**src/rtl/pfc_pkg.sv**
```systemverilog
// ============================================================================
// pfc_pkg
// Shared constants, types and cell arithmetic for the Playfair digraph cipher.
// ============================================================================
package pfc_pkg;

    localparam int LTR_W       = 5;    // letter index width
    localparam int CELL_W      = 5;    // square cell index width
    localparam int TDATA_W     = 8;    // stream data width
    localparam int MODE_W      = 3;
    localparam int NUM_LETTERS = 26;
    localparam int NUM_CELLS   = 25;
    localparam int SIDE        = 5;

    localparam logic [LTR_W-1:0] LTR_I = LTR_W'(8);
    localparam logic [LTR_W-1:0] LTR_J = LTR_W'(9);
    localparam logic [LTR_W-1:0] LTR_X = LTR_W'(23);

    typedef enum logic [MODE_W-1:0] {
        MODE_CLEAR  = 3'd0,
        MODE_KEY    = 3'd1,
        MODE_FINISH = 3'd2,
        MODE_TEXT   = 3'd3,
        MODE_END    = 3'd4
    } mode_t;

    // Two cipher letters of one digraph, first then second.
    typedef struct packed {
        logic [LTR_W-1:0] first;
        logic [LTR_W-1:0] second;
    } pfc_pair_t;

    // I and J share one cell: J maps onto I's entry.
    function automatic logic [LTR_W-1:0] letter_slot(input logic [LTR_W-1:0] ltr);
        return (ltr == LTR_J) ? LTR_I : ltr;
    endfunction

    // Row of a cell index 0..24 (cell / 5).
    function automatic logic [2:0] cell_row(input logic [CELL_W-1:0] c);
        logic [2:0] r;
        if (c >= CELL_W'(4 * SIDE))
            r = 3'd4;
        else if (c >= CELL_W'(3 * SIDE))
            r = 3'd3;
        else if (c >= CELL_W'(2 * SIDE))
            r = 3'd2;
        else if (c >= CELL_W'(SIDE))
            r = 3'd1;
        else
            r = 3'd0;
        return r;
    endfunction

    // Cell index from row and column (row * 5 + col).
    function automatic logic [CELL_W-1:0] cell_at(input logic [2:0] r, input logic [2:0] k);
        return CELL_W'({r, 2'b00}) + CELL_W'(r) + CELL_W'(k);
    endfunction

    // Column of a cell index 0..24 (cell % 5).
    function automatic logic [2:0] cell_col(input logic [CELL_W-1:0] c);
        logic [CELL_W-1:0] base;
        base = cell_at(cell_row(c), 3'd0);
        return 3'(c - base);
    endfunction

    // Step one place along a row or column, wrapping at the edge.
    function automatic logic [2:0] wrap_inc(input logic [2:0] v);
        return (v == 3'(SIDE - 1)) ? 3'd0 : v + 3'd1;
    endfunction

endpackage

```
**src/rtl/pfc_ram.sv**
```systemverilog
// ============================================================================
// pfc_ram
// Generic synchronous RAM: one write port, two read ports, registered reads.
// ============================================================================
module pfc_ram #(
    parameter int DEPTH = 26,
    parameter int WIDTH = 5
) (
    input  logic                     clk,
    input  logic                     wr_en,
    input  logic [$clog2(DEPTH)-1:0] wr_addr,
    input  logic [WIDTH-1:0]         wr_data,
    input  logic                     rd_en,
    input  logic [$clog2(DEPTH)-1:0] rd_addr_a,
    input  logic [$clog2(DEPTH)-1:0] rd_addr_b,
    output logic [WIDTH-1:0]         rd_data_a,
    output logic [WIDTH-1:0]         rd_data_b
);

    logic [WIDTH-1:0] mem [DEPTH];

    always_ff @(posedge clk)
    begin
        if (wr_en)
        begin
            mem[wr_addr] <= wr_data;
        end
    end

    // Read data holds until the next read.
    always_ff @(posedge clk)
    begin
        if (rd_en)
        begin
            rd_data_a <= mem[rd_addr_a];
            rd_data_b <= mem[rd_addr_b];
        end
    end

endmodule

```
**src/rtl/pfc_out_buf.sv**
```systemverilog
// ============================================================================
// pfc_out_buf
// Two-letter output buffer: present the first letter, then the second.
// ============================================================================
module pfc_out_buf
    import pfc_pkg::*;
(
    input  logic               clk,
    input  logic               rst_n,
    input  logic               load,
    input  pfc_pair_t          pair,
    output logic               empty,
    output logic               m_axis_tvalid,
    input  logic               m_axis_tready,
    output logic [TDATA_W-1:0] m_axis_tdata,
    output logic               m_axis_tlast
);

    logic [1:0]       count_reg;
    logic [1:0]       count_next;
    logic [LTR_W-1:0] first_reg;
    logic [LTR_W-1:0] second_reg;
    logic [LTR_W-1:0] shown;

    assign empty         = (count_reg == 2'd0);
    assign m_axis_tvalid = !empty;
    assign m_axis_tlast  = (count_reg == 2'd1);
    assign shown         = (count_reg == 2'd2) ? first_reg : second_reg;
    assign m_axis_tdata  = {{(TDATA_W - LTR_W){1'b0}}, shown};

    always_comb
    begin
        count_next = count_reg;
        if (load)
            count_next = 2'd2;
        else if (m_axis_tvalid && m_axis_tready)
            count_next = count_reg - 2'd1;
    end

    always_ff @(posedge clk or negedge rst_n)
    begin
        if (!rst_n)
            count_reg <= 2'd0;
        else
            count_reg <= count_next;
    end

    always_ff @(posedge clk)
    begin
        if (load)
        begin
            first_reg  <= pair.first;
            second_reg <= pair.second;
        end
    end

endmodule

```
**src/rtl/playfair_digraph_cipher.sv**
```systemverilog
// ============================================================================
// playfair_digraph_cipher
// Playfair digraph encryption with a key square built on line.
// Flow: the transaction that completes a pair starts a letter RAM read, then a
//   square RAM read, then a buffer load once the buffer is empty; the second
//   cipher letter follows once the first is taken. No input is taken until idle.
// Throughput: one input transaction per cycle for key, clear and held letters
//   while the block is idle; the finish pass fills one letter of the alphabet per cycle.
// Reset: asynchronous, active low; empties the square, drops any held letter.
// ============================================================================
module playfair_digraph_cipher
    import pfc_pkg::*;
(
    input  logic               clk,
    input  logic               rst_n,
    input  logic               s_axis_tvalid,
    output logic               s_axis_tready,
    input  logic [TDATA_W-1:0] s_axis_tdata,   // [4:0] letter, [7:5] unused
    input  logic [MODE_W-1:0]  s_axis_tuser,   // [2:0] mode
    output logic               m_axis_tvalid,
    input  logic               m_axis_tready,
    output logic [TDATA_W-1:0] m_axis_tdata,   // [4:0] cipher_letter, [7:5] zero
    output logic               m_axis_tlast    // last_of_pair
);

    // IDLE takes transactions; FINISH walks the alphabet filling the square;
    // CELL has the letter-to-cell reads back; SQUARE has the cipher letters.
    typedef enum logic [1:0] {
        ST_IDLE,
        ST_FINISH,
        ST_CELL,
        ST_SQUARE
    } state_t;

    state_t                  state_reg, state_next;
    logic [NUM_LETTERS-1:0]  placed_reg, placed_next;   // letter has a cell
    logic [CELL_W-1:0]       filled_reg, filled_next;
    logic                    ready_reg, ready_next;     // square complete
    logic [LTR_W-1:0]        held_letter_reg, held_letter_next;
    logic                    held_valid_reg, held_valid_next;
    logic [LTR_W-1:0]        walk_reg, walk_next;       // finish-pass letter

    logic                    accept;
    mode_t                   mode;
    logic [LTR_W-1:0]        ltr;
    logic                    ltr_ok;
    logic [LTR_W-1:0]        key_slot;
    logic [LTR_W-1:0]        pair_b;

    // Shared write port: a letter goes into the next free cell.
    logic                    wr_en;
    logic [LTR_W-1:0]        wr_letter;

    logic                    cell_rd_en;
    logic [CELL_W-1:0]       cell_a, cell_b;
    logic                    sq_rd_en;
    logic [CELL_W-1:0]       out_cell_a, out_cell_b;
    logic [LTR_W-1:0]        sq_a, sq_b;

    logic [2:0]              ra, ka, rb, kb;
    logic                    buf_empty;
    logic                    load;
    pfc_pair_t               pair;

    assign accept        = s_axis_tvalid && s_axis_tready;
    assign s_axis_tready = (state_reg == ST_IDLE);
    assign mode          = mode_t'(s_axis_tuser);
    assign ltr           = s_axis_tdata[LTR_W-1:0];
    assign ltr_ok        = (ltr < LTR_W'(NUM_LETTERS));
    assign key_slot      = letter_slot(ltr);

    // Second letter of the pair: X pads an end of message, and X replaces
    // a letter that repeats the held one.
    assign pair_b = (mode == MODE_END || ltr == held_letter_reg) ? LTR_X : ltr;

    // Rectangle geometry from the two cells read back.
    assign ra = cell_row(cell_a);
    assign ka = cell_col(cell_a);
    assign rb = cell_row(cell_b);
    assign kb = cell_col(cell_b);

    always_comb
    begin
        if (ka == kb)
        begin
            // same column: shift down
            out_cell_a = cell_at(wrap_inc(ra), ka);
            out_cell_b = cell_at(wrap_inc(rb), ka);
        end
        else if (ra == rb)
        begin
            // same row: shift right
            out_cell_a = cell_at(ra, wrap_inc(ka));
            out_cell_b = cell_at(ra, wrap_inc(kb));
        end
        else
        begin
            // rectangle: swap columns
            out_cell_a = cell_at(ra, kb);
            out_cell_b = cell_at(rb, ka);
        end
    end

    always_comb
    begin
        state_next       = state_reg;
        placed_next      = placed_reg;
        filled_next      = filled_reg;
        ready_next       = ready_reg;
        held_letter_next = held_letter_reg;
        held_valid_next  = held_valid_reg;
        walk_next        = walk_reg;
        wr_en            = 1'b0;
        wr_letter        = key_slot;
        cell_rd_en       = 1'b0;
        sq_rd_en         = 1'b0;
        load             = 1'b0;

        case (state_reg)
            ST_IDLE:
            begin
                if (accept)
                begin
                    case (mode)
                        MODE_CLEAR:
                        begin
                            placed_next      = '0;
                            filled_next      = '0;
                            ready_next       = 1'b0;
                            held_letter_next = '0;
                            held_valid_next  = 1'b0;
                        end
                        MODE_KEY:
                        begin
                            // place a new key letter; repeats are dropped
                            if (!ready_reg && ltr_ok && !placed_reg[key_slot]
                                && filled_reg < CELL_W'(NUM_CELLS))
                            begin
                                wr_en                 = 1'b1;
                                placed_next[key_slot] = 1'b1;
                                filled_next           = filled_reg + CELL_W'(1);
                            end
                        end
                        MODE_FINISH:
                        begin
                            if (!ready_reg)
                            begin
                                walk_next  = '0;
                                state_next = ST_FINISH;
                            end
                        end
                        MODE_TEXT:
                        begin
                            if (ready_reg && ltr_ok)
                            begin
                                if (!held_valid_reg)
                                begin
                                    held_letter_next = ltr;
                                    held_valid_next  = 1'b1;
                                end
                                else
                                begin
                                    held_valid_next = 1'b0;
                                    cell_rd_en      = 1'b1;
                                    state_next      = ST_CELL;
                                end
                            end
                        end
                        MODE_END:
                        begin
                            if (ready_reg && held_valid_reg)
                            begin
                                held_valid_next = 1'b0;
                                cell_rd_en      = 1'b1;
                                state_next      = ST_CELL;
                            end
                        end
                        default:
                        begin
                        end
                    endcase
                end
            end
            ST_FINISH:
            begin
                // fill the remaining cells alphabetically, skipping J
                wr_letter = walk_reg;
                if (walk_reg != LTR_J && !placed_reg[walk_reg]
                    && filled_reg < CELL_W'(NUM_CELLS))
                begin
                    wr_en                 = 1'b1;
                    placed_next[walk_reg] = 1'b1;
                    filled_next           = filled_reg + CELL_W'(1);
                end
                if (walk_reg == LTR_W'(NUM_LETTERS - 1))
                begin
                    ready_next = 1'b1;
                    state_next = ST_IDLE;
                end
                else
                begin
                    walk_next = walk_reg + LTR_W'(1);
                end
            end
            ST_CELL:
            begin
                sq_rd_en   = 1'b1;
                state_next = ST_SQUARE;
            end
            ST_SQUARE:
            begin
                // hold the square read data until the buffer drains
                if (buf_empty)
                begin
                    load       = 1'b1;
                    state_next = ST_IDLE;
                end
            end
            default:
            begin
                state_next = ST_IDLE;
            end
        endcase
    end

    always_ff @(posedge clk or negedge rst_n)
    begin
        if (!rst_n)
        begin
            state_reg       <= ST_IDLE;
            placed_reg      <= '0;
            filled_reg      <= '0;
            ready_reg       <= 1'b0;
            held_letter_reg <= '0;
            held_valid_reg  <= 1'b0;
            walk_reg        <= '0;
        end
        else
        begin
            state_reg       <= state_next;
            placed_reg      <= placed_next;
            filled_reg      <= filled_next;
            ready_reg       <= ready_next;
            held_letter_reg <= held_letter_next;
            held_valid_reg  <= held_valid_next;
            walk_reg        <= walk_next;
        end
    end

    // Letter to cell. J is never written; it reads through I's entry.
    // Reads and writes never overlap: writes happen only while the square
    // is being built, reads only once it is complete.
    pfc_ram #(
        .DEPTH (NUM_LETTERS),
        .WIDTH (CELL_W)
    ) u_cell_ram (
        .clk       (clk),
        .wr_en     (wr_en),
        .wr_addr   (wr_letter),
        .wr_data   (filled_reg),
        .rd_en     (cell_rd_en),
        .rd_addr_a (letter_slot(held_letter_reg)),
        .rd_addr_b (letter_slot(pair_b)),
        .rd_data_a (cell_a),
        .rd_data_b (cell_b)
    );

    // Cell to letter.
    pfc_ram #(
        .DEPTH (NUM_CELLS),
        .WIDTH (LTR_W)
    ) u_square_ram (
        .clk       (clk),
        .wr_en     (wr_en),
        .wr_addr   (filled_reg),
        .wr_data   (wr_letter),
        .rd_en     (sq_rd_en),
        .rd_addr_a (out_cell_a),
        .rd_addr_b (out_cell_b),
        .rd_data_a (sq_a),
        .rd_data_b (sq_b)
    );

    assign pair.first  = sq_a;
    assign pair.second = sq_b;

    pfc_out_buf u_out_buf (
        .clk           (clk),
        .rst_n         (rst_n),
        .load          (load),
        .pair          (pair),
        .empty         (buf_empty),
        .m_axis_tvalid (m_axis_tvalid),
        .m_axis_tready (m_axis_tready),
        .m_axis_tdata  (m_axis_tdata),
        .m_axis_tlast  (m_axis_tlast)
    );

endmodule

```
**config.mk**
```make
export PLATFORM = sky130hd
export DESIGN_NAME = playfair_digraph_cipher
export DESIGN_NICKNAME = d
export VERILOG_FILES = /design/src/rtl/pfc_pkg.sv /design/src/rtl/pfc_ram.sv /design/src/rtl/pfc_out_buf.sv /design/src/rtl/playfair_digraph_cipher.sv
export SDC_FILE = /design/constraint.sdc
export NUM_CORES = 1
export LEC_CHECK = 0
export BUFFER_PORTS_ARGS = -buffer_cell sky130_fd_sc_hd__buf_4
export CAP_MARGIN = 40
export CORE_AREA = 3 3 188 190
export CTS_BUF_LIST = sky130_fd_sc_hd__clkbuf_8 sky130_fd_sc_hd__clkbuf_16
export DETAILED_ROUTE_END_ITERATION = 12
export DIE_AREA = 0 0 191 193
export GPL_ROUTABILITY_DRIVEN = 0
export PLACE_DENSITY_LB_ADDON = 0.05
export RECOVER_POWER = 50
export SLEW_MARGIN = 10
export SYNTH_ARGS = -nofsm -noshare
export SYNTH_HDL_FRONTEND = slang
export SYNTH_SLANG_ARGS = --single-unit
```
**constraint.sdc**
```tcl
create_clock -name clk -period 13.16 [get_ports clk]
set_input_delay 3.29 -clock clk [delete_from_list [all_inputs] [get_ports clk]]
set_output_delay 3.29 -clock clk [all_outputs]
set_load 0.005 [all_outputs]
```
==> results.txt, run 1 <==
The flow ran to the end, but the final reports show violations. The final reports fail on max-capacitance violations, max-slew violations. The total count of max-transition violations in the final report was 148. The required time at the endpoint of the critical path is between 10,000 and 15,000 ps. In the final routing, the length of wire on met1 measures 20,300 um.

The detail-routed net length per standard cell came out at approximately 24 um. The first global-routing pass estimated around 75,000 um of wire. The clock sink total came out at about 330. In the detailed route, the total length drawn on met3 is just under 3000 um. The die height is between 150 and 200 um. The routed length on met2 is roughly 23,000 um.

Along the worst path, the maximum fanout reaches 30. The worst hold path was traced through 0 stages. Wires add up to 48,400 um. The fill cell total of the finished layout came out at approximately 2.7k. The flop-to-flop setup slack came out at 6470 ps.

The mux contribution to synthesized area is approximately 15%. The placed wire-length estimate after detailed placement is ~33,000 um. The later-pin clock latency in the skew report is 540 ps. The post-synthesis share of cell area spent on full adders, half adders and majority gates came out at 3.55%. The smallest clock period supported by the final layout is computed as roughly 7800 ps. Input and output buffers added on the ports amount to 19.

The register bit count reported by yosys is around 330. The number of failing hold endpoints at the final stage is 0. The final critical-path share of the clock period came out at 59.1%. The CTS clock-pin slew for the worst setup and hold paths is about 50 ps. The main combinational cell family by area after synthesis is multiplexers. On the final layout, the worst clock skew is 24.7 ps. The total negative slack came out at 0 ps. The predominant post-synthesis flop cell is edfxtp_1.

The leakage power figure came out at approximately 0.0075 uW. The total of hold buffers inserted after clock tree synthesis is 0. The number of rows created at floorplan is 67. The remaining antenna violation count after routing is 0. The die is roughly 190 um wide. The area of the core region came out at between 30,000 and 40,000 um^2.

The count of unresolved DRC violations after routing is 0. The number of warning messages in the yosys log came out at 0. The total iterations of the first detailed-routing run is 7. Clock tree synthesis selected as its root buffer the cell clkbuf_16.

The endpoint identified for the worst register-to-register timing path is u_square_ram.rd_data_a[0]. The number of instances in the synthesized netlist is roughly 1.6k. The H-tree depth is 2.

The number of nets in the layout came out at roughly 1.6k. The worst-case headroom to the max-slew limit is -73.4%. The min-delay analysis places its worst path in the category register to register. The post-synthesis instance area is approximately 18,000 um^2. The area enclosed by the die boundary is about 37,000 um^2. The detailed router used layers up to and including met4. In this run the count of I/O pins placed on the die edge is 26. The critical path is of the input port to register type.

The worst hold path terminates at u_out_buf.first_reg[0]. The worst hold path begins at u_square_ram.rd_data_a[0]. The initial utilization of the core area, before any placement, comes to a little over half.

The tightest hold path in the finished design has a slack of 420 ps. Of the total synthesized cell area, the portion taken by XOR and XNOR cells is 0.909%. The simple-gate share of the synthesized area came out at a little under an eighth.

The pin slew with the least headroom to its limit came out at roughly 2600 ps. After synthesis, the largest area contributor takes up between 40% and 50% of total cell area. The number of distinct library cell variants in the gate-level netlist after synthesis is 83. The maximum clock path buffer count is 3. The number of cells on the worst reg-to-reg path is 22. The fraction of layout cells with a size suffix above 1 is 10.8%. The number of max-cap violations came out at 6. Static timing analysis puts the maximum clock frequency at between 100 and 150 MHz. The post-cts repair resize count came out at 0. Data arrives at the worst endpoint at ~8000 ps. The part of the Yosys area used for sequential elements is between 50% and 60%. For this run, asynchronously set or reset flops after synthesis account for 14.2%.

By area the synthesized netlist is led by edfxtp_1 (46%), mux2i_1 (8.1%), dfrtp_1 (6.4%). The via count of the first global-routing pass came out at between 10k and 15k. Across the VDD grid, the largest voltage drop is roughly 0.12 mV. The startpoint identified for the worst register-to-register timing path is u_cell_ram.rd_data_a[3].

Global routing finished with a remaining overflow of 0. The initial antenna violation count was 0. The library cell occupying the most area in the post-synthesis netlist is edfxtp_1. The number of placed cells counting well taps is 1,981.

Summing over every cut layer, the via total after detailed routing is approximately 13k. The number of enable flip-flop cells after synthesis is between 200 and 300. Leaving out fill and tap cells, the most frequent cell in the layout is edfxtp_1. In the layout the commonest cells are edfxtp_1 (285), nand2_1 (163), mux2i_1 (149), nor2_1 (137), a21oi_1 (76). TritonCTS built the clock tree. In this run, the number of DRC markers left after iteration 0 of detailed routing was around 1.1k. The number of flip-flops under the largest register name came out at 130. The relative area change from synthesis to final layout came out at 9.46%.

The power per cell area came out at approximately 190 nW/um^2. The setup-violating endpoint count in the final report came out at 0. STA classifies the critical path endpoint as a register. The count of non-filler cells in the finished layout is a little over 2k. The synthesized netlist devotes 12.1% of its cell area to compound gates. Setup repair after global routing left no endpoint under its margin. The number of antenna diodes in the final layout is 0. In this run the post-CTS setup repair buffer count came out at 0. A synthesized cell averages 11.7 um^2. The type of origin of the critical path is an input port.

Across every metal layer, demand over resource in global routing totals approximately a quarter. The number of CTS-inserted buffers came out at 38. The via count normalized by instance count is ~6.4.

Entering global routing, the biggest net connects 49 pins.
-- cell usage after synthesis (all sizes together) (9+ instances only) --
library cell / instances
edfxtp: 285
nand2: 163
mux2i: 152
nor2: 140
a21oi: 76
o21ai: 58
clkbuf: 56
o22ai: 55
dfrtp: 47
inv: 47
mux4: 44
buf: 40
ha: 38
nand3: 38
mux2: 24
o211ai: 21
nor3: 19
a211oi: 17
a31oi: 16
o221ai: 16
and3: 15
nand2b: 15
and2: 14
a21o: 13
nor2b: 12
xnor2: 12
nor4: 11
fa: 9
nand4: 9
-- stage by stage --
stage | utilization (%) | area (um^2) | worst slack (ps) | total power, uW
floorplan | - | 18500 | 6620 | 2310
global placement | 56.3 | 18900 | 5350 | 2690
detailed placement | 56.8 | 19100 | 5550 | 2750
CTS | 60.5 | 20300 | 6110 | 3820
global route | 60.1 | 20200 | 5060 | 3960
finish | 60.1 | 20200 | 5380 | 3780
-- where the power goes --
group | leakage [uW] | internal, uW | total (uW) | switching, uW
registers | 0.00318 | 1370 | 1470 | 108
clock network | 0.000633 | 643 | 1060 | 413
logic | 0.00368 | 445 | 1250 | 801
total | 0.00750 | 2450 | 3780 | 1320
-- worst max-delay path, cell delays in order --
cell	delay, ps
clkbuf_1	1040
o31a_1	260
clkbuf_1	1010
a21boi_0	530
inv_1	480
buf_16	210
nand3_1	300
nor4_1	600
buf_2	270
-- routing by layer --
layer  vias up  track usage (%)
li1       5995                -
met5         -                0
met3       114             3.71
met2       469             44.1
met1      6470             35.9
met4         0             10.6
-- layout make-up --
cell class / count / area [um^2] / share of cell area [%]
clock buffers: 38 / 951 / 4.71
clock inverters: 29 / 298 / 1.47
inverters: 48 / 180 / 0.892
multi-input cells: 1098 / 8120 / 40.2
flip-flops and latches: 332 / 9730 / 48.2
well taps: 448 / 561 / 2.78
repair buffers: 56 / 353 / 1.75
-- worst max path at each step --
| stage | start | end | cells past startpoint |
|---|---|---|---|
| CTS | s_axis_tdata[2] | u_cell_ram.mem[21][3] | 13 |
| finish | s_axis_tdata[1] | u_cell_ram.mem[21][3] | 9 |
| detailed placement | s_axis_tdata[2] | u_cell_ram.mem[21][2] | 13 |
| floorplan | s_axis_tdata[2] | u_cell_ram.mem[21][0] | 13 |
| global route | s_axis_tdata[1] | u_cell_ram.mem[21][3] | 9 |
| global placement | s_axis_tdata[2] | u_cell_ram.mem[21][2] | 12 |
-- cell families (layout without fill, tap and decap cells) --
logic type | Yosys count | after routing
other | 1 | 3
buffers and inverters | 144 | 171
xor gates and xnor gates | 17 | 17
DFF | 332 | 332
adders and majority gates | 47 | 47
AOI/OAI and AO/OA | 339 | 339
and+or+nand+nor | 472 | 472
muxes | 220 | 220
Note: power is estimated with default switching activity, not from simulation.
==> run 2: changes to the inputs <==
==> constraint.sdc (replaced) <==
create_clock -name clk -period 6.3 [get_ports clk]
set_input_delay 1.575 -clock clk [delete_from_list [all_inputs] [get_ports clk]]
set_output_delay 1.575 -clock clk [all_outputs]
set_load 0.005 [all_outputs]
==> run 2 against run 1 <==
The run still ends with max-capacitance violations, max-slew violations left. Via count increased by 0.68%. Setup slack worse by 4900 ps. Total power grew 110%. Cell area is 1.0% higher. Final cell count up 0.88%. Critical endpoint is now u_square_ram.rd_data_b[3]. Core utilization up 0.62 points. Wire length up 1.9%. Global-route usage grew 0.28 points.
==> results.txt, run 2 (synthesis results as in run 1) <==
The run finished, with violations left. The checks that failed: max-capacitance violations, max-slew violations. Setup violations remaining at the end of the flow were counted as 0. The horizontal extent of the die is between 150 and 200 um. The total negative slack is 0 ps. The maximum clock path buffer count is 3. The pin slew with the least headroom to its limit is roughly 2700 ps. The total global-route track usage came out at approximately 27%. The number of cells on the worst reg-to-reg path came out at 23. Cells fill between 60% and 70% of the core in the end. In this run the count of I/O pins placed on the die edge is 26.

Entering global routing, the biggest net connects 48 pins. The count of unresolved DRC violations after routing came out at 0. The endpoint identified for the worst register-to-register timing path is u_square_ram.rd_data_b[3]. Leaving out fill and tap cells, the most frequent cell in the layout is edfxtp_1. The wire length of the first global-routing pass came out at about 76,000 um. The number of nets in the layout came out at 1,654. Setup slack closes at roughly 470 ps. Across the run, the number of max-cap violations was 3. The number of failing hold endpoints at the final stage is 0. The number of flip-flops under the largest register name came out at 130. The setup skew after layout came out at between 20 and 30 ps.

Static timing analysis puts the maximum clock frequency at about 170 MHz. The total count of max-transition violations in the final report came out at 118. TritonCTS built the clock tree. The later-pin clock latency in the skew report came out at roughly 540 ps. The total power consumption of the routed design came out at around 8000 uW. 0 antenna diodes ended up in the layout.

The type of origin of the critical path is a register. At the worst endpoint, the required time is 6520 ps. The number of buffer cells added on primary ports came out at 19. The H-tree depth is 2. The total of hold buffers inserted after clock tree synthesis came out at 0. The number of design-rule violations left by the first detailed-router iteration came out at approximately 1.2k. The final critical-path share of the clock period came out at approximately 92%. The remaining antenna violation count after routing came out at 0. The worst ir drop on vdd came out at ~0.25 mV. By startpoint and endpoint, the worst setup path is classified as register to register. The number of cells on the worst hold path is 0. At the placement stage, the worst setup path has a slack of ~220 ps. The final global-route overflow total came out at 0. Clock-pin slew was measured on the worst setup and hold paths at about 60 ps. Setup repair after global routing left no endpoint under its margin.

The number of rows created at floorplan is 67. The detail-routed net length per standard cell came out at roughly 24 um. The via count normalized by instance count is 6.36.

The initial core utilization came out at between 50% and 60%. The largest single stage delay on the critical path is 590 ps. The flop-to-flop setup slack came out at 470 ps. Summed over all layers, the routed wires come to about 49,000 um. Traced cell by cell, the critical path runs through and3b_1 > a31oi_1 > and2_1 > nor2_1 > ha_1 > inv_1 > fa_1 > inv_1 > ha_1 > a21oi_1 > ha_1 > inv_1 > fa_1 > xor2_1 > or2_2 > o211a_1 > a311oi_1 > o21bai_2 > buf_12 > mux2i_1 > nor3_1 > a2111oi_0 > o211ai_1. The worst path arrival time came out at 6050 ps. The leakage power figure is 0.00762 uW. Dividing total power by cell area gives a power density of roughly 390 nW/um^2. The clock root buffer master is clkbuf_16.

In the layout the commonest cells are edfxtp_1 (285), nand2_1 (163), mux2i_1 (149), nor2_1 (136), a21oi_1 (76). The final route contains around 13k vias. The clock sink total came out at between 300 and 400. The min-delay analysis places its worst path in the category register to register.

The slowest stage of the critical path belongs to the cell fa_1. The worst-case headroom to the max-slew limit came out at -76.9%. The area enclosed by the die boundary is 36,900 um^2.

The shortest clock period the worst path allows after layout came out at about 6000 ps. Relative to the synthesized area, the layout overhead comes to 10.6%. The number of clock buffers added by TritonCTS is 36. The initial antenna violation count is 0.

The worst hold endpoint is u_out_buf.second_reg[2]. In this run the worst path has a maximum fanout of 24. In this run the vertical extent of the chip is slightly below 200 um.

The worst hold path begins at u_square_ram.rd_data_b[2]. The worst hold-check slack is 419 ps. The total iterations of the first detailed-routing run came out at 5. The placed wire-length estimate after detailed placement is between 30,000 and 40,000 um. In this run the standard cell core region covers 33,600 um^2. The via count of the first global-routing pass came to ~13k. The reg-to-reg startpoint is u_cell_ram.rd_data_b[3]. In the final layout, the share of cells above drive strength 1 is between 10% and 20%.

The worst setup path is captured at a register.
run 2: changes by cell type in the layout (fill, tap and decap cells not counted), sizes merged:
cell    delta
bufinv     -1
mux2       +1
inv        -3
clkbuf     -1
buf       +22
run 2: through the flow:
step	area, um^2	instances
floorplan	18500	1574
global placement	19100	1990
detailed placement	19300	1998
CTS	20500	2063
global route	20400	2067
finish	20400	2067
run 2: cell type report:
type                    count  area (um^2)
fillers                  2728        13200
flip-flops and latches    332         9730
multi-input cells        1099         8150
clock buffers              40          978
well taps                 448          561
repair buffers             75          549
clock inverters            25          245
inverters                  48          180
run 2: critical path, delay by kind of cell (launching register included):
family,cells,cell delay (ps)
XOR/XNOR,1,200
flip-flops,1,500
AND/OR/NAND/NOR,5,1100
buffers and inverters,4,390
adder cells (fa/ha/maj),5,1560
multiplexers,1,220
AO/OA/AOI/OAI,7,1550
run 2: layer usage:
layer	track usage, %	part of all wire [%]	up-vias
li1	-	-	6035
met1	37.2	42	6508
met2	45.0	48	503
met3	3.18	6.4	91
met4	8.47	3.3	0
met5	0	0	-
run 2: worst max-delay path by stage:
stage / endpoint / slack (ps) / startpoint
2_1_floorplan: u_square_ram.rd_data_a[2] / 1220 / u_cell_ram.rd_data_a[3]
3_3_place_gp: u_square_ram.rd_data_a[4] / 350 / u_cell_ram.rd_data_a[3]
3_5_place_dp: u_square_ram.rd_data_a[0] / 220 / u_cell_ram.rd_data_a[3]
4_1_cts: u_square_ram.rd_data_a[0] / 210 / u_cell_ram.rd_data_a[3]
5_1_grt: u_square_ram.rd_data_b[3] / 120 / u_cell_ram.rd_data_b[3]
6_report: u_square_ram.rd_data_b[3] / 470 / u_cell_ram.rd_data_b[3]
run 2: repair_timing:
| item | CTS | global route |
|---|---|---|
| gates resized for setup | 0 | 3 |
| endpoints found under the setup margin | 0 | 7 |
| setup buffers | 0 | 3 |
| endpoints found under the hold margin | 0 | 0 |
run 2: power breakdown:
part           switching, uW  internal [uW]
clock                    854           1320
sequential               249           2850
combinational           1670            961
==> run 3: changes to the inputs <==
--- a/config.mk
+++ b/config.mk
@@ -7,11 +7,12 @@
 export LEC_CHECK = 0
 export BUFFER_PORTS_ARGS = -buffer_cell sky130_fd_sc_hd__buf_4
 export CAP_MARGIN = 40
-export CORE_AREA = 3 3 188 190
+export CORE_AREA = 4 4 189 191
 export CTS_BUF_LIST = sky130_fd_sc_hd__clkbuf_8 sky130_fd_sc_hd__clkbuf_16
 export DETAILED_ROUTE_END_ITERATION = 12
-export DIE_AREA = 0 0 191 193
+export DIE_AREA = 0 0 193 195
 export GPL_ROUTABILITY_DRIVEN = 0
+export GPL_TIMING_DRIVEN = 0
 export PLACE_DENSITY_LB_ADDON = 0.05
 export RECOVER_POWER = 50
 export SLEW_MARGIN = 10
==> run 3 against run 2 <==
The flow still finishes with violations (max-capacitance violations, max-slew violations). Combinational power up 6%. Sequential cell count did not move. First-iteration DRC count grew 18%. Setup slack worse by 200 ps. Maximum frequency is 3.4% lower. Clock power is 3% higher. Non-clock buffer count rose by 57. Sequential power shrank 3%. Count of clock-buffer cells in the layout shrank 1. Die area up 2.1%. Wire length is 6.4% higher. Worst hold slack worse by 1.8 ps. Largest cell class unchanged. Largest power group unchanged.
==> results.txt, run 3 (synthesis results as in run 1) <==
The repair_antennas step left the layout with diodes totalling 0. The setup skew after layout came out at ~27 ps. The number of flip-flops under the largest register name is between 100 and 150. Measured along the x axis, the die boundary spans between 150 and 200 um. The initial antenna violation count came out at 0. Once the floorplan was initialized, standard cells occupied approximately 54% of the core. The highest clock frequency the design can meet is between 150 and 200 MHz. The worst hold path belongs to the class register to register. Once detail routing completed, the nets flagged for antenna violations numbered 0.

The number of design-rule violations left by the first detailed-router iteration is between 1k and 1.5k. The number of buffer cells added on primary ports is 18. STA classifies the critical path startpoint as a register. The setup path with the least slack is of type register to register. After filler insertion, the fill cell instance count of the layout stands at 2,761. In this run the critical register-to-register path is launched from u_cell_ram.rd_data_a[1]. The number of rows created at floorplan is 68. The required time at the endpoint of the critical path is 6540 ps.

The total negative slack came out at 0 ps. The wire-length estimate of the detail-placed layout is roughly 39,000 um. The CTS clock-pin slew for the worst setup and hold paths is about 70 ps. The later-pin clock latency in the skew report is between 500 and 600 ps.

The number of CTS-inserted buffers came out at 37. The relative area change from synthesis to final layout is 11.5%. Setup violations remaining at the end of the flow were counted as 0.

The power per cell area is between 300 and 400 nW/um^2. The clock passes through at most 3 buffers. At the placement stage, the worst setup path has a slack of -208 ps. Along the worst path, the maximum fanout reaches 10.

The count of boundary I/O pins is 26. The flow ran to the end, but the final reports show violations. Summing all multi-input logic gate instances after layout gives around 8000 um^2. The flop-to-flop setup slack is between 200 and 300 ps. The number of failing hold endpoints at the final stage is 0. The pin slew with the least headroom to its limit is between 2000 and 3000 ps. The final layout contains about 1.7k nets. The worst min-delay path startpoint is u_square_ram.rd_data_b[4].

The area enclosed by the die boundary came out at about 38,000 um^2. The total global-route track usage is 27.6%. From bottom edge to top edge, the die measures just under 200 um. The via count of the first global-routing pass came to 13.1k. The via count normalized by instance count came out at between 6 and 7. For the worst setup path, the data arrival time is 6270 ps.

The shortest clock period the worst path allows after layout is ~6000 ps. The worst register-to-register path ends at u_square_ram.rd_data_a[1]. The leakage power figure came out at 0.00764 uW. The clock root buffer master is clkbuf_16. The total iterations of the first detailed-routing run came out at 6. The clock sink total came out at roughly 330. The register area is 9730 um^2. TritonCTS built the clock tree. Max-cap violations in this run came to 1. The H-tree was split into 2 levels. The final critical-path share of the clock period came out at a little over nine tenths.

The count of unresolved DRC violations after routing is 0. The number of cells on the worst reg-to-reg path came out at 22. Global routing finished with a remaining overflow of 0. The worst-case headroom to the max-slew limit came out at -75.6%. Entering global routing, the biggest net connects 48 pins. The via total after detailed routing is around 14k. The number of cells on the worst hold path came out at 0.

The checks that failed: max-capacitance violations, max-slew violations. The total count of max-transition violations in the final report is 48. For hold timing, the worst endpoint is u_out_buf.second_reg[4]. The number of buffers added for setup after CTS is 0. The wire length of the first global-routing pass came out at between 70,000 and 80,000 um. The kind of end point of the critical path is a register. The most frequent standard cell in the layout excluding fill and tap cells is edfxtp_1. The area of the core region is 34,100 um^2. The fraction of layout cells with a size suffix above 1 is 12.2%. Setup repair after global routing left no endpoint under its margin. The wire length reported by the detailed router is between 50,000 and 60,000 um. The detail-routed net length per standard cell is between 20 and 25 um. In the layout the commonest cells are edfxtp_1 (285), nand2_1 (163), mux2i_1 (148), nor2_1 (139), a21oi_1 (76). The worst ir drop on vdd is just over 0.3 mV.

After layout, the worst setup slack is 269 ps.
[run 3: cell count changes in the layout (fill, tap and decap cells not counted), moves of 5 or more]
| cell | change |
|---|---|
| clkbuf_1 | +53 |
| buf_4 | -36 |
| buf_2 | +21 |
| buf_6 | +7 |
| clkbuf_4 | +6 |
| buf_1 | +5 |
[run 3: area by class of cell]
| cell class | count | share of cell area [%] |
|---|---|---|
| repair buffers | 36 | 1.19 |
| multi-input cells | 1098 | 39.5 |
| clock buffers | 39 | 4.75 |
| inverters | 48 | 0.876 |
| well taps | 455 | 2.77 |
| clock inverters | 29 | 1.36 |
| flip-flops and latches | 332 | 47.3 |
| plain buffers | 96 | 2.26 |
[run 3: stage by stage]
stage          hold slack (ps)  instance area [um^2]  power (uW)  std cells  utilization [%]
2_1_floorplan              400                 18500        4820       1574                -
3_3_place_gp               401                 19200        5730       2047             56.2
3_5_place_dp               405                 19400        5890       2065             57.0
4_1_cts                    419                 20700        8120       2133             60.7
5_1_grt                    427                 20600        8400       2133             60.3
6_report                   417                 20600        8060       2133             60.3
[run 3: report_power, final]
group | switching (uW) | internal, uW | leakage [uW]
Sequential | 171 | 2850 | 0.00318
Clock | 892 | 1330 | 0.000628
Combinational | 1840 | 972 | 0.00383
Total | 2900 | 5160 | 0.00764
[run 3: layer usage]
layer | routed length [um] | global-route usage (%) | share of wire, %
met5 | 0 | 0 | 0
met4 | 2140 | 10.1 | 4.1
met3 | 4080 | 4.09 | 7.8
met2 | 24900 | 44.3 | 47
met1 | 21400 | 38.7 | 41
[run 3: how the worst max path moves through the flow]
stage	start	to	slack (ps)
2_1_floorplan	u_cell_ram.rd_data_a[3]	u_square_ram.rd_data_a[2]	1220
3_3_place_gp	u_cell_ram.rd_data_a[3]	u_square_ram.rd_data_a[0]	-160
3_5_place_dp	u_cell_ram.rd_data_a[1]	u_square_ram.rd_data_a[0]	-210
4_1_cts	u_cell_ram.rd_data_a[1]	u_square_ram.rd_data_a[1]	10
5_1_grt	u_cell_ram.rd_data_a[1]	u_square_ram.rd_data_a[3]	8
6_report	u_cell_ram.rd_data_a[1]	u_square_ram.rd_data_a[1]	270
[run 3: what timing repair did]
action,4_1_cts,5_1_grt
hold endpoints to repair,0,0
pin swaps,0,0
hold buffers,0,0
gates resized for setup,5,6
endpoints found under the setup margin,6,10
[run 3: critical path: stages (launching register included)]
cell and delay [ps]:
edfxtp_1 480, nor2b_1 250, o2bb2ai_1 200, nor2_1 160, nor2_2 250, ha_1 190, inv_1 40, fa_1 430
and3_1 190, a221oi_2 270, nand3_2 200, inv_1 210, a21o_1 150, o21ai_0 80, ha_1 230, fa_1 420
xnor2_1 170, mux2i_2 350, buf_4 290, clkbuf_4 290, mux4_2 340, a211oi_2 410, nor3_1 130
